===== src/design/sac_pkg.sv =====
// Shared types and constants of the splat alpha compositor.
// No dependencies; used by the RTL and the checker.
`default_nettype none

package sac_pkg;

    // Port field widths
    localparam int OP_W       = 2;
    localparam int ALPHA_W    = 8;
    localparam int DC_W       = 16;
    localparam int CUTOFF_W   = 17;
    localparam int PIXEL_W    = 32;
    localparam int BYTE_W     = 8;

    // Default fixed-point formats
    localparam int OPACITY_FRAC_BITS_DEF = 16;
    localparam int COEFF_FRAC_BITS_DEF   = 12;

    // Cutoff register value after reset
    localparam logic [CUTOFF_W-1:0] CUTOFF_RESET = 17'd7;

    // Degree-0 SH constant 0.28209479 in Q0.24
    localparam int SH_C0_Q24  = 4732765;
    localparam int SH_C0_FRAC = 24;
    localparam int SH_C0_W    = 23;

    // Alpha byte of every output pixel
    localparam logic [BYTE_W-1:0] PIXEL_ALPHA = 8'hFF;

    // Input operation codes
    typedef enum logic [OP_W-1:0] {
        OP_HIT     = 2'd0,
        OP_HIT_END = 2'd1,
        OP_EMPTY   = 2'd2,
        OP_NONE    = 2'd3
    } t_op;

endpackage

`default_nettype wire


===== src/design/sac_mul.sv =====
// Shared signed multiplier of the compositor, one registered product per cycle.
// No package dependencies.
`default_nettype none

module sac_mul #(
    parameter int A_W = 18,
    parameter int B_W = 24
) (
    input  wire logic                      i_clk,
    input  wire logic signed [A_W-1:0]     i_a,
    input  wire logic signed [B_W-1:0]     i_b,
    output logic signed [A_W+B_W-1:0]      o_p
);

    logic signed [A_W+B_W-1:0] r_p;

    // Product register, no reset (payload only)
    always_ff @(posedge i_clk) begin
        r_p <= i_a * i_b;
    end

    assign o_p = r_p;

endmodule

`default_nettype wire


===== src/design/splat_alpha_compositor_top.sv =====
// Splat alpha compositor: front-to-back blending of the hits along one ray into an
// RGBA8888 pixel, with degree-0 SH colour per hit. Uses sac_pkg and sac_mul. All
// arithmetic runs through one registered multiplier under a step sequencer: a hit
// (op 0 or 1) occupies its accept cycle and then nine sequencer steps with the input
// stalled (two transmittance products, three colour products, three weighted
// products and the last accumulate).
// An op-1 hit that ends with T at or below the cutoff goes on to the three byte
// scalings and the output load. The finished pixel sits in an output register, so
// the next hit is accepted while it waits; only a second ray end waits for it to
// drain. Op code 3 is dropped in its accept cycle. The cutoff register may be
// written at any time the block is idle and takes effect on the next packet end.
`default_nettype none

module splat_alpha_compositor_top #(
    parameter int OPACITY_FRAC_BITS = sac_pkg::OPACITY_FRAC_BITS_DEF,
    parameter int COEFF_FRAC_BITS   = sac_pkg::COEFF_FRAC_BITS_DEF
) (
    input  wire logic                             i_clk,
    input  wire logic                             i_rst_n,
    // configuration
    input  wire logic                             i_cfg_wr_en,
    input  wire logic [sac_pkg::CUTOFF_W-1:0]     i_cfg_wr_data,
    // hit channel
    input  wire logic                             i_valid,
    output logic                                  o_stall,
    input  wire logic [sac_pkg::OP_W-1:0]         i_op,
    input  wire logic [sac_pkg::ALPHA_W-1:0]      i_alpha,
    input  wire logic signed [sac_pkg::DC_W-1:0]  i_dc_red,
    input  wire logic signed [sac_pkg::DC_W-1:0]  i_dc_green,
    input  wire logic signed [sac_pkg::DC_W-1:0]  i_dc_blue,
    // pixel channel
    output logic                                  o_valid,
    input  wire logic                             i_stall,
    output logic [sac_pkg::PIXEL_W-1:0]           o_pixel,
    output logic                                  o_stopped_by_opacity
);

    // Formats
    localparam int F     = OPACITY_FRAC_BITS;
    localparam int TW    = F + 1;                         // Q1.F transmittance, weight
    localparam int CW    = F + sac_pkg::DC_W - COEFF_FRAC_BITS; // colour
    localparam int ACCW  = F + 4;                         // Q4.F accumulator
    localparam int SHIFT = COEFF_FRAC_BITS + sac_pkg::SH_C0_FRAC - F;
    localparam int AX    = 2 * sac_pkg::ALPHA_W + F + 1;  // alpha expansion
    localparam int MA    = (TW + 1 > sac_pkg::DC_W) ? TW + 1 : sac_pkg::DC_W;
    localparam int MB0   = (TW + 1 > sac_pkg::SH_C0_W + 1) ? TW + 1 : sac_pkg::SH_C0_W + 1;
    localparam int MB    = (MB0 > CW + 1) ? MB0 : CW + 1;
    localparam int PW    = MA + MB;
    localparam int SUMW  = ((ACCW > CW) ? ACCW : CW) + 1;
    localparam int CMPW  = (TW > sac_pkg::CUTOFF_W) ? TW : sac_pkg::CUTOFF_W;

    localparam logic [TW-1:0]         T_ONE   = TW'(1) << F;
    localparam logic [ACCW-1:0]       ACC_MAX = '1;
    localparam logic signed [PW-1:0]  F_RND   = PW'(1) << (F - 1);
    localparam logic signed [PW-1:0]  C_RND   = PW'(1) << (SHIFT - 1);

    // Sequencer steps during a hit
    localparam logic [3:0] HS_TA    = 4'd0;  // T*a
    localparam logic [3:0] HS_TNA   = 4'd1;  // T*(1-a), take w
    localparam logic [3:0] HS_COL0  = 4'd2;  // dc*C0 red, take new T
    localparam logic [3:0] HS_COL2  = 4'd4;
    localparam logic [3:0] HS_WC0   = 4'd5;  // w*c red
    localparam logic [3:0] HS_WC2   = 4'd7;
    localparam logic [3:0] HS_LAST  = 4'd8;  // last accumulate
    // Steps during pixel output
    localparam logic [3:0] PS_MUL2  = 4'd2;  // last byte scaling issued
    localparam logic [3:0] PS_LOAD  = 4'd4;  // load output register

    typedef enum logic [1:0] {
        ST_IDLE,
        ST_HIT,
        ST_PIX
    } t_state;

    t_state                      r_state;
    logic [3:0]                  r_step;
    logic                        r_close;
    logic                        r_stopped;
    logic [sac_pkg::CUTOFF_W-1:0] r_cutoff;
    logic [F-1:0]                r_a;
    logic signed [sac_pkg::DC_W-1:0] r_dc [3];
    logic [TW-1:0]               r_w;
    logic [TW-1:0]               r_t;
    logic [CW-1:0]               r_col [3];
    logic [ACCW-1:0]             r_acc [3];
    logic [sac_pkg::BYTE_W-1:0]  r_byte [3];
    logic                        r_out_valid;
    logic [sac_pkg::PIXEL_W-1:0] r_pixel;
    logic                        r_out_stopped;

    logic signed [MA-1:0]        mul_a;
    logic signed [MB-1:0]        mul_b;
    logic signed [PW-1:0]        prod;

    // Alpha byte to Q0.F: alpha*257 rescaled with rounding
    logic [AX-1:0]               a_ext;
    logic [F-1:0]                a_in;
    assign a_ext = (AX'({i_alpha, i_alpha}) << F) + AX'(32768);
    assign a_in  = a_ext[F+15:16];

    // Channel selects for the step in progress
    logic [3:0] dc_diff, colw_diff, colr_diff, acc_diff, byte_diff;
    logic [1:0] dc_rd, col_wr, col_rd, acc_rd, byte_wr;
    assign dc_diff   = r_step - HS_COL0;
    assign colw_diff = r_step - (HS_COL0 + 4'd1);
    assign colr_diff = r_step - HS_WC0;
    assign acc_diff  = (r_state == ST_HIT) ? r_step - (HS_WC0 + 4'd1) : r_step;
    assign byte_diff = r_step - 4'd1;
    assign dc_rd     = dc_diff[1:0];
    assign col_wr    = colw_diff[1:0];
    assign col_rd    = colr_diff[1:0];
    assign acc_rd    = acc_diff[1:0];
    assign byte_wr   = byte_diff[1:0];

    // Rounded results of the last product
    logic signed [PW-1:0] prod_rnd;
    logic signed [PW-1:0] col_sh;
    logic signed [PW-1:0] col_v;
    logic [CW-1:0]        col_val;
    logic [SUMW-1:0]      acc_sum;
    logic [ACCW-1:0]      acc_sat;
    logic [ACCW-1:0]      acc_cur;
    logic [TW-1:0]        acc_clip;
    logic [TW-1:0]        one_minus_a;
    logic                 t_le_cut;
    logic                 out_free;
    logic                 out_load;

    assign prod_rnd    = (prod + F_RND) >>> F;
    assign col_sh      = (prod + C_RND) >>> SHIFT;
    assign col_v       = col_sh + F_RND;
    assign col_val     = col_v[PW-1] ? '0 : col_v[CW-1:0];
    assign acc_cur     = r_acc[acc_rd];
    assign acc_sum     = SUMW'(acc_cur) + SUMW'(prod_rnd[CW-1:0]);
    assign acc_sat     = (acc_sum > SUMW'(ACC_MAX)) ? ACC_MAX : acc_sum[ACCW-1:0];
    assign acc_clip    = (acc_cur > ACCW'(T_ONE)) ? T_ONE : acc_cur[TW-1:0];
    assign one_minus_a = T_ONE - TW'(r_a);
    assign t_le_cut    = CMPW'(r_t) <= CMPW'(r_cutoff);
    assign out_free    = !r_out_valid || !i_stall;
    assign out_load    = (r_state == ST_PIX) && (r_step == PS_LOAD) && out_free;

    // Operand select for the shared multiplier
    always_comb begin
        mul_a = '0;
        mul_b = '0;
        case (r_state)
            ST_HIT: begin
                if (r_step == HS_TA) begin
                    mul_a = MA'(signed'({1'b0, r_t}));
                    mul_b = MB'(signed'({1'b0, r_a}));
                end else if (r_step == HS_TNA) begin
                    mul_a = MA'(signed'({1'b0, r_t}));
                    mul_b = MB'(signed'({1'b0, one_minus_a}));
                end else if (r_step >= HS_COL0 && r_step <= HS_COL2) begin
                    mul_a = MA'(r_dc[dc_rd]);
                    mul_b = MB'(sac_pkg::SH_C0_Q24);
                end else if (r_step >= HS_WC0 && r_step <= HS_WC2) begin
                    mul_a = MA'(signed'({1'b0, r_w}));
                    mul_b = MB'(signed'({1'b0, r_col[col_rd]}));
                end
            end
            ST_PIX: begin
                if (r_step <= PS_MUL2) begin
                    mul_a = MA'(signed'({1'b0, acc_clip}));
                    mul_b = MB'(255);
                end
            end
            default: begin
            end
        endcase
    end

    sac_mul #(
        .A_W (MA),
        .B_W (MB)
    ) u_sac_mul (
        .i_clk (i_clk),
        .i_a   (mul_a),
        .i_b   (mul_b),
        .o_p   (prod)
    );

    // Sequencer, ray state and output register
    always_ff @(posedge i_clk) begin
        if (!i_rst_n) begin
            r_state     <= ST_IDLE;
            r_step      <= '0;
            r_close     <= 1'b0;
            r_stopped   <= 1'b0;
            r_cutoff    <= sac_pkg::CUTOFF_RESET;
            r_t         <= T_ONE;
            r_acc[0]    <= '0;
            r_acc[1]    <= '0;
            r_acc[2]    <= '0;
            r_out_valid <= 1'b0;
        end else begin
            if (i_cfg_wr_en) begin
                r_cutoff <= i_cfg_wr_data;
            end
            if (r_out_valid && !i_stall && !out_load) begin
                r_out_valid <= 1'b0;
            end

            case (r_state)
                ST_IDLE: begin
                    r_step <= '0;
                    if (i_valid) begin
                        r_a      <= a_in;
                        r_dc[0]  <= i_dc_red;
                        r_dc[1]  <= i_dc_green;
                        r_dc[2]  <= i_dc_blue;
                        case (sac_pkg::t_op'(i_op))
                            sac_pkg::OP_HIT, sac_pkg::OP_HIT_END: begin
                                r_state <= ST_HIT;
                                r_close <= (sac_pkg::t_op'(i_op) == sac_pkg::OP_HIT_END);
                            end
                            sac_pkg::OP_EMPTY: begin
                                r_state   <= ST_PIX;
                                r_stopped <= 1'b0;
                            end
                            default: begin
                            end
                        endcase
                    end
                end

                ST_HIT: begin
                    if (r_step == HS_TNA) begin
                        r_w <= prod_rnd[TW-1:0];
                    end
                    if (r_step == HS_COL0) begin
                        r_t <= prod_rnd[TW-1:0];
                    end
                    if (r_step > HS_COL0 && r_step <= HS_WC0) begin
                        r_col[col_wr] <= col_val;
                    end
                    if (r_step > HS_WC0) begin
                        r_acc[acc_rd] <= acc_sat;
                    end
                    if (r_step == HS_LAST) begin
                        r_step <= '0;
                        if (r_close && t_le_cut) begin
                            r_state   <= ST_PIX;
                            r_stopped <= 1'b1;
                        end else begin
                            r_state <= ST_IDLE;
                        end
                    end else begin
                        r_step <= r_step + 4'd1;
                    end
                end

                ST_PIX: begin
                    if (r_step != PS_LOAD) begin
                        r_step <= r_step + 4'd1;
                    end
                    if (r_step != '0 && r_step != PS_LOAD) begin
                        r_byte[byte_wr] <= prod_rnd[sac_pkg::BYTE_W-1:0];
                    end
                    // hand the pixel over and start a fresh ray
                    if (out_load) begin
                        r_out_valid   <= 1'b1;
                        r_pixel       <= {sac_pkg::PIXEL_ALPHA, r_byte[2], r_byte[1],
                                          r_byte[0]};
                        r_out_stopped <= r_stopped;
                        r_t           <= T_ONE;
                        r_acc[0]      <= '0;
                        r_acc[1]      <= '0;
                        r_acc[2]      <= '0;
                        r_step        <= '0;
                        r_state       <= ST_IDLE;
                    end
                end

                default: begin
                    r_state <= ST_IDLE;
                end
            endcase
        end
    end

    assign o_stall              = (r_state != ST_IDLE);
    assign o_valid              = r_out_valid;
    assign o_pixel              = r_pixel;
    assign o_stopped_by_opacity = r_out_stopped;

endmodule

`default_nettype wire


===== config.mk =====
export PLATFORM = sky130hd
export DESIGN_NAME = splat_alpha_compositor_top
export DESIGN_NICKNAME = d
export VERILOG_FILES = /design/src/design/sac_pkg.sv /design/src/design/sac_mul.sv /design/src/design/splat_alpha_compositor_top.sv
export SDC_FILE = /design/constraint.sdc
export NUM_CORES = 1
export LEC_CHECK = 0
export BUFFER_PORTS_ARGS = -buffer_cell sky130_fd_sc_hd__buf_2
export CAP_MARGIN = 20
export CORE_UTILIZATION = 40
export CTS_BUF_LIST = sky130_fd_sc_hd__clkbuf_8
export CTS_CLUSTER_SIZE = 24
export DETAILED_ROUTE_END_ITERATION = 8
export SYNTH_ARGS = -nofsm -noshare
export SYNTH_HDL_FRONTEND = slang
export SYNTH_SLANG_ARGS = --single-unit
export TNS_END_PERCENT = 5

===== constraint.sdc =====
create_clock -name i_clk -period 16.6 [get_ports i_clk]
set_clock_uncertainty 0.15 [all_clocks]
set_input_delay 3.32 -clock i_clk [delete_from_list [all_inputs] [get_ports i_clk]]
set_output_delay 3.32 -clock i_clk [all_outputs]
set_load 0.03 [all_outputs]

==> results of run 1 <==
-- path summary, 6_finish.rpt --
check / slack (ps) / to / startpoint / cells after the start
hold reg to reg: 270 / o_pixel[21]$_DFFE_PP_ / r_byte[2][5]$_DFFE_PP_ / 0
setup reg to reg: 6430 / u_sac_mul.o_p[41]$_DFF_P_ / r_step[0]$_SDFFE_PN0P_ / 32
setup / recovery: 6430 / u_sac_mul.o_p[41]$_DFF_P_ / r_step[0]$_SDFFE_PN0P_ / 32
hold / removal: 270 / o_pixel[21]$_DFFE_PP_ / r_byte[2][5]$_DFFE_PP_ / 0
-- power by group through the flow --
stage                     combinational, mW  sequential, mW  clock [mW]
final                                 0.753            1.00       0.711
after global placement                0.720            1.01           0
after CTS                             0.742           0.999       0.730
after detailed placement              0.737            1.02           0
after global routing                  0.818            1.00       0.767
after floorplan                       0.495           0.994           0
-- worst register-to-register path, delay by kind of cell (launching register included) --
family	cells	cell delay [ps]
buffers and inverters	6	1240
xor gates and xnor gates	1	130
AOI/OAI and AO/OA	13	2540
DFF	1	610
adders and majority gates	8	4390
and+or+nand+nor	4	1050
-- registers in the layout (all words and copies together) (netlist names) --
name and flops:
o_pixel 24, o_stopped_by_opacity 1, o_valid 1, r_a 8, r_acc 80, r_byte 24
r_close 1, r_col 60, r_cutoff 17, r_dc 48, r_state 2, r_step 4
r_stopped 1, r_t 17, r_w 17, u_sac_mul.o_p 27
-- layer usage --
layer / GRT usage, % / vias to the layer above
li1: - / 9236
met1: 31.81 / 10340
met2: 38.65 / 729
met3: 3.138 / 134
met4: 7.813 / 0
met5: 0 / -
-- kinds of logic (layout without fill, tap and decap cells) --
family | Yosys count | in the layout | share of synthesized area [%]
adders and majority gates | 495 | 495 | 30.45
AOI/OAI and AO/OA | 321 | 321 | 7.807
buffers and inverters | 589 | 739 | 8.271
other | 2 | 19 | 0.02701
and+or+nand+nor | 871 | 871 | 13.94
muxes | 75 | 75 | 3.649
xor gates and xnor gates | 80 | 80 | 2.520
DFF | 332 | 332 | 33.33
-- area by class of cell --
class,instances,area [um^2]
tap,931,1165
clock buffer,63,867.1
sequential,332,9273
fill,6679,37980
timing repair buffer,160,1051
clock inverter,42,224.0
multi-input combinational,1861,16370
inverter,474,1779
-- stage by stage --
step	setup WS, ps	util, %	hold WS (ps)	instances
CTS	6490	44.57	267.6	3856
detailed placement	6512	42.98	254.5	3751
finish	6429	44.72	268.0	3863
global placement	6276	42.83	252.9	3746
floorplan	7683	-	250.3	2782
global route	5798	44.72	279.4	3863
-- cells in the final DEF (no fill, tap or decap), types with 16 or more instances in the layout --
master | synthesis | final
buf_2 | 23 | 107
nand2b_1 | 29 | 29
fa_1 | 303 | 303
clkbuf_8 | 0 | 63
edfxtp_1 | 262 | 262
a21oi_1 | 86 | 85
mux2i_1 | 53 | 53
a211oi_1 | 16 | 16
nor2_1 | 351 | 349
nor3_1 | 33 | 29
nor2b_1 | 26 | 26
and2_1 | 39 | 39
xor2_1 | 22 | 22
o21ai_0 | 56 | 53
buf_4 | 14 | 44
a22oi_1 | 21 | 21
nand4_1 | 21 | 21
mux4_2 | 21 | 21
nand3_1 | 30 | 30
nand2_1 | 271 | 271
dfxtp_1 | 70 | 69
conb_1 | 2 | 19
a21o_1 | 34 | 34
xnor2_1 | 58 | 57
a31oi_1 | 17 | 17
ha_1 | 192 | 192
inv_1 | 471 | 495
==> results.sh, run 1 <==
export IMPL_route_detailed_vias_per_inst=5.291
export IMPL_clock_power_share_pct=28.9
export IMPL_ys_top_cells_by_area="edfxtp_1 28%, fa_1 22%, ha_1 8.6%, inv_1 6.4%, dfxtp_1 5.0%"
export IMPL_clk_path_buf_depth=3
export IMPL_die_w_um=265.7
export IMPL_cts_resized_gates=0
export IMPL_cellPowerDensity_mw_per_mm2=80.23
export IMPL_dp_hpwl_mm=62.03
export IMPL_p_int_mw=1.561
export IMPL_grt_remaining_overflow=0
export IMPL_grt_start_max_net_pins=50
export IMPL_area_share_of_the_largest_cell_type_after_synthesis_pct=28.30
export IMPL_worst_setup_path_end_kind="flop"
export IMPL_worst_setup_hold_path_clk_slew_ps=70
export IMPL_timing_setup_tns_ps=0
export IMPL_detail_route_wirelength_met1_mm=34.02
export IMPL_start_kind="flop"
export IMPL_die_height_um=265.7
export IMPL_routed_via_count=20440
export IMPL_remaining_antenna_violation_count=0
export IMPL_nets=3460
export IMPL_drt_wirelength_per_cell_um=20.86
export IMPL_report_final_slew_viol_count=0
export IMPL_first_pass_iters=6
export IMPL_wire_length_of_the_first_global_routing_pass_mm=126.2
export IMPL_topRoutingLayerUsed="met4"
export IMPL_antenna_found_initial=0
export IMPL_placementRows=96
export IMPL_die_area_mm2=0.07057
export IMPL_stdcell_area_mm2=0.03073
export IMPL_worst_path_dominant_cell_family="adder cells"
export IMPL_place_gp_congestion=0.9404
export IMPL_setup_viol=0
export IMPL_worst_ir_drop_vdd_mv=0.06116
export IMPL_drt_wl_total_mm=80.60
export IMPL_placed_cell_area_mm2=0.02953
export IMPL_run_status="finished, final reports clean"
export IMPL_postSynth_topFlopCell="edfxtp_1"
export IMPL_buffer_ports_inserted=106
export IMPL_synth_ff_latch_count=332
export IMPL_htreeDepth=2
export IMPL_critical_path_peak_fanout=22
export IMPL_timing_final_hold_violations=0
export IMPL_grt_setup_unrepaired="false"
export IMPL_timing_worst_setup_path_type="flop to flop"
export IMPL_timing_slew_headroom_pct=23.37
export IMPL_number_of_synthesized_flops_with_an_enable_pin=262
export IMPL_insertedDiodeCount=0
export IMPL_timing_final_crit_period_ps=10170
export IMPL_ys_types=77
export IMPL_area_growth_pct=10.50
export IMPL_pwr_share_seq_pct=40.6
export IMPL_critical_path_arrival_ps=10610
export IMPL_critical_path_max_stage_delay_ps=910
export IMPL_routed_wl_met3_mm=5.430
export IMPL_clock_insertion_delay_worst_skew_ps=650
export IMPL_synth_async_sr_flop_share_pct=0
export IMPL_synth_top_area_cell="edfxtp_1"
export IMPL_worst_hold_path_type="flop to flop"
export IMPL_met2_wirelength_mm=38.42
export IMPL_drive_above_1_share_pct=10.06
export IMPL_yosysSeqAreaShare_pct=33.33
export IMPL_clock_sinks=332
export IMPL_comb_power_share_pct=30.6
export IMPL_synth_commonest_cells="471 x inv_1, 351 x nor2_1, 303 x fa_1"
export IMPL_power_net_switching_uw=904.2
export IMPL_drv_cap=0
export IMPL_area_of_the_core_region_mm2=0.06871
export IMPL_overall_power_mw=2.465
export IMPL_timing_critical_path_slowest_stage_cell="ha_1"
export IMPL_remaining_drc_errors=0
export IMPL_grt_total_usage_pct=23.43
export IMPL_dr_first_iter_drc_count=1994
export IMPL_worst_ep_required_time_ps=17040
export IMPL_critPathMostFrequentCell="fa_1"
export IMPL_power_switching_share_pct=36.68
export IMPL_cts_hold_repair_buffers=0
export IMPL_post_synth_cell_area_avg_um2=10.06
export IMPL_initial_core_utilization_pct=40.47
export IMPL_critPathBufInv=6
export IMPL_maxClockFrequency_mhz=98.32
export IMPL_cts_tree="done"
export IMPL_total_leakage_power_nw=13.30
export IMPL_first_global_vias=21440
export IMPL_cts_repair_timing_setup_buffer_count=0
export IMPL_cts_root_buf="clkbuf_8"
export IMPL_worst_slew_pin_transition_ps=1141
export IMPL_timing_final_crit_share_pct=61.27
export IMPL_numCtsBuffers=56
export IMPL_floorplan_io_pins=115
export IMPL_yosys_cell_count_top_type="inv_1"
export IMPL_yosysWarnings=0
export IMPL_mappedNetlistArea_mm2=0.02781
export IMPL_syn_inst=2765
(Power assumes the default switching activity.)
==> inputs of run 2 (changes only) <==
--- a/config.mk
+++ b/config.mk
@@ -5,6 +5,7 @@
 export SDC_FILE = /design/constraint.sdc
 export NUM_CORES = 1
 export LEC_CHECK = 0
+export ABC_AREA = 1
 export BUFFER_PORTS_ARGS = -buffer_cell sky130_fd_sc_hd__buf_2
 export CAP_MARGIN = 20
 export CORE_UTILIZATION = 40
==> constraint.sdc (replaced) <==
create_clock -name i_clk -period 9.17 [get_ports i_clk]
set_clock_uncertainty 0.15 [all_clocks]
set_input_delay 1.834 -clock i_clk [delete_from_list [all_inputs] [get_ports i_clk]]
set_output_delay 1.834 -clock i_clk [all_outputs]
set_load 0.03 [all_outputs]
==> run 2 against run 1 <==
Count of clock-buffer cells in the layout is 6 lower. Utilization down 0.20 points. Sequential share of layout area fell by 0.55 points. Final cell count increased by 14%. Register-to-register slack got worse by 5900 ps. Critical path depth is 2 higher. Highest routed layer unchanged. Synthesized cell count is 18% higher. Sequential cell count unchanged. Worst setup slack worse by 5900 ps. Non-clock buffer count is 6 lower. Power grew 88%. Final area is 1.8% higher.
==> results.sh, run 2 <==
export IMPL_grt_setup_unrepaired="false"
export IMPL_worst_case_setup_margin_in_the_final_layout_ps=482.6
export IMPL_wire_length_of_the_first_global_routing_pass_mm=128.6
export IMPL_timing_final_hold_violations=0
export IMPL_layout_commonest_cell="nand2_1"
export IMPL_antenna_found_initial=0
export IMPL_postSynth_topFlopCell="edfxtp_1"
export IMPL_largest_register_ffs=80
export IMPL_initial_core_utilization_pct=40.49
export IMPL_cts_tree="done"
export IMPL_floorplan_io_pins=115
export IMPL_remaining_drc_errors=0
export IMPL_remaining_antenna_violation_count=0
export IMPL_total_leakage_power_nw=14.21
export IMPL_start_kind="flop"
export IMPL_drive_above_1_share_pct=9.167
export IMPL_htreeDepth=2
export IMPL_critical_path_arrival_ps=9040
export IMPL_finish_cell_count_without_fillers=4387
export IMPL_die_height_um=268.7
export IMPL_critical_path_max_stage_delay_ps=560
export IMPL_cts_root_buf="clkbuf_8"
export IMPL_critPathMostFrequentCell="nand2_1"
export IMPL_yosys_cell_count_top_type="nand2_1"
export IMPL_clk_path_buf_depth=3
export IMPL_post_synth_cell_area_avg_um2=8.705
export IMPL_numCtsBuffers=53
export IMPL_yosysWarnings=0
export IMPL_worst_setup_hold_path_clk_slew_ps=60
export IMPL_clock_sinks=332
export IMPL_ys_top_cells_by_area="edfxtp_1 28%, fa_1 21%, nand2_1 9.9%, ha_1 8.4%, inv_1 8.1%"
export IMPL_drv_cap=0
export IMPL_register_name_with_the_most_flops="r_acc"
export IMPL_worst_reg_to_reg_setup_slack_ps=480
export IMPL_timing_worst_setup_path_type="flop to flop"
export IMPL_area_share_of_the_largest_cell_type_after_synthesis_pct=27.65
export IMPL_worstReg2RegStart="r_step[0]$_SDFFE_PN0P_"
export IMPL_critPathLaunch="r_step[0]$_SDFFE_PN0P_"
export IMPL_placementRows=97
export IMPL_grt_total_usage_pct=23.57
export IMPL_seq_area_mm2=0.009270
export IMPL_insertedDiodeCount=0
export IMPL_run_status="finished, final reports clean"
export IMPL_worst_setup_path_end_kind="flop"
export IMPL_drt_wirelength_per_cell_um=19.07
export IMPL_ff2ff_path_depth=34
export IMPL_synth_top_area_cell="edfxtp_1"
export IMPL_hold_path_depth=0
export IMPL_place_gp_congestion=0.9656
export IMPL_route_detailed_vias_per_inst=5.104
export IMPL_grt_remaining_overflow=0
export IMPL_number_of_synthesized_flops_with_an_enable_pin=262
export IMPL_filler_cell_count=6940
export IMPL_buffer_ports_inserted=106
export IMPL_synth_ff_latch_count=332
export IMPL_drt_wl_total_mm=83.68
export IMPL_cts_hold_repair_buffers=0
export IMPL_grt_start_max_net_pins=61
export IMPL_worst_hold_path_ep="o_pixel[10]$_DFFE_PP_"
export IMPL_timing_hold_worst_start="r_byte[1][2]$_DFFE_PP_"
export IMPL_routed_via_count=22390
export IMPL_critical_path_peak_fanout=20
export IMPL_reg_top3="r_acc x80, r_col x60, r_dc x48"
export IMPL_r2r_end="u_sac_mul.o_p[41]$_DFF_P_"
export IMPL_multi_input_area_mm2=0.01640
export IMPL_layout_cells_most_common_list="749 x nand2_1, 630 x inv_1, 360 x nor2_1"
export IMPL_die_area_mm2=0.07221
export IMPL_area_of_the_core_region_mm2=0.07027
export IMPL_timing_setup_tns_ps=0
export IMPL_die_w_um=268.7
export IMPL_synth_commonest_cells="751 x nand2_1, 612 x inv_1, 365 x nor2_1"
export IMPL_timing_final_crit_period_ps=8687
export IMPL_ys_types=59
export IMPL_place_detailed_instances=4289
export IMPL_pre_cts_ws_ps=303.8
export IMPL_worst_ir_drop_vdd_mv=0.1069
export IMPL_first_global_vias=21900
export IMPL_cellPowerDensity_mw_per_mm2=147.8
export IMPL_worst_hold_path_type="flop to flop"
export IMPL_first_pass_iters=6
export IMPL_synth_async_sr_flop_share_pct=0
export IMPL_timing_slew_headroom_pct=22.01
export IMPL_maxClockFrequency_mhz=115.1
export IMPL_setup_viol=0
export IMPL_mappedNetlistArea_mm2=0.02846
export IMPL_timing_final_crit_share_pct=94.74
export IMPL_worst_slew_pin_transition_ps=1166
export IMPL_area_growth_pct=9.937
export IMPL_dp_hpwl_mm=66.53
export IMPL_worst_ep_required_time_ps=9530
export IMPL_report_final_slew_viol_count=0
export IMPL_timing_critical_path_slowest_stage_cell="fa_1"
export IMPL_final_util_pct=44.52
export IMPL_syn_inst=3269
export IMPL_nets=3979
export IMPL_dr_first_iter_drc_count=2104
export IMPL_yosysSeqAreaShare_pct=32.57
export IMPL_clock_insertion_delay_worst_skew_ps=620
==> run 2: repair_timing <==
action | 4_1_cts | 5_1_grt
buffers inserted | 0 | 0
resized for setup | 0 | 10
setup endpoints to repair | 0 | 16
==> run 2: logic make-up after synthesis <==
| group | after synthesis | share of synthesized area [%] |
|---|---|---|
| mux | 2 | 0.07035 |
| fa+ha+maj | 495 | 29.76 |
| simple gates | 1271 | 18.19 |
| other cells | 2 | 0.02639 |
| buf+inv | 731 | 10.13 |
| flops | 332 | 32.57 |
| compound gates | 370 | 7.202 |
| xor+xnor | 66 | 2.058 |
==> run 2: per-stage QoR <==
step	area [um^2]	hold WS [ps]	total power [mW]
2_1_floorplan	28520	250.3	2.790
3_3_place_gp	30120	251.6	3.308
3_5_place_dp	30160	254.5	3.304
4_1_cts	31260	252.3	4.630
5_1_grt	31280	255.8	4.865
6_report	31280	259.5	4.625
==> run 2: report_power, final <==
group	total, mW	internal [mW]	switching (mW)
logic	1.53	0.397	1.13
registers	1.78	1.73	0.0466
clock network	1.32	0.719	0.603
==> run 2: layout make-up <==
type	count	area share [%]
Clock buffer	57	2.508
Timing Repair Buffer	154	2.936
Sequential cell	332	29.63
Multi-Input combinational cell	2223	52.42
Tap cell	940	3.760
Clock inverter	41	1.004
Inverter	640	7.739
==> run 2: routing by layer <==
metal,wire (um),part of all wire [%],track usage (%)
met3,6722,8.0,4.539
met5,0,0,0
met2,37750,45,37.00
met4,2263,2.7,6.588
met1,36940,44,33.10
==> run 2: worst max-delay path by stage <==
stage | endpoint
after global placement | u_sac_mul.o_p[33]$_DFF_P_
after CTS | u_sac_mul.o_p[33]$_DFF_P_
after detailed placement | u_sac_mul.o_p[33]$_DFF_P_
final | u_sac_mul.o_p[41]$_DFF_P_
after floorplan | u_sac_mul.o_p[37]$_DFF_P_
after global routing | u_sac_mul.o_p[35]$_DFF_P_
==> run 2: critical path, delay by kind of cell, from the launching register on <==
kind / cells / cell delay, ps
buf+inv: 10 / 1960
simple gates: 11 / 1240
flops: 1 / 330
fa+ha+maj: 8 / 3810
compound gates: 5 / 1060
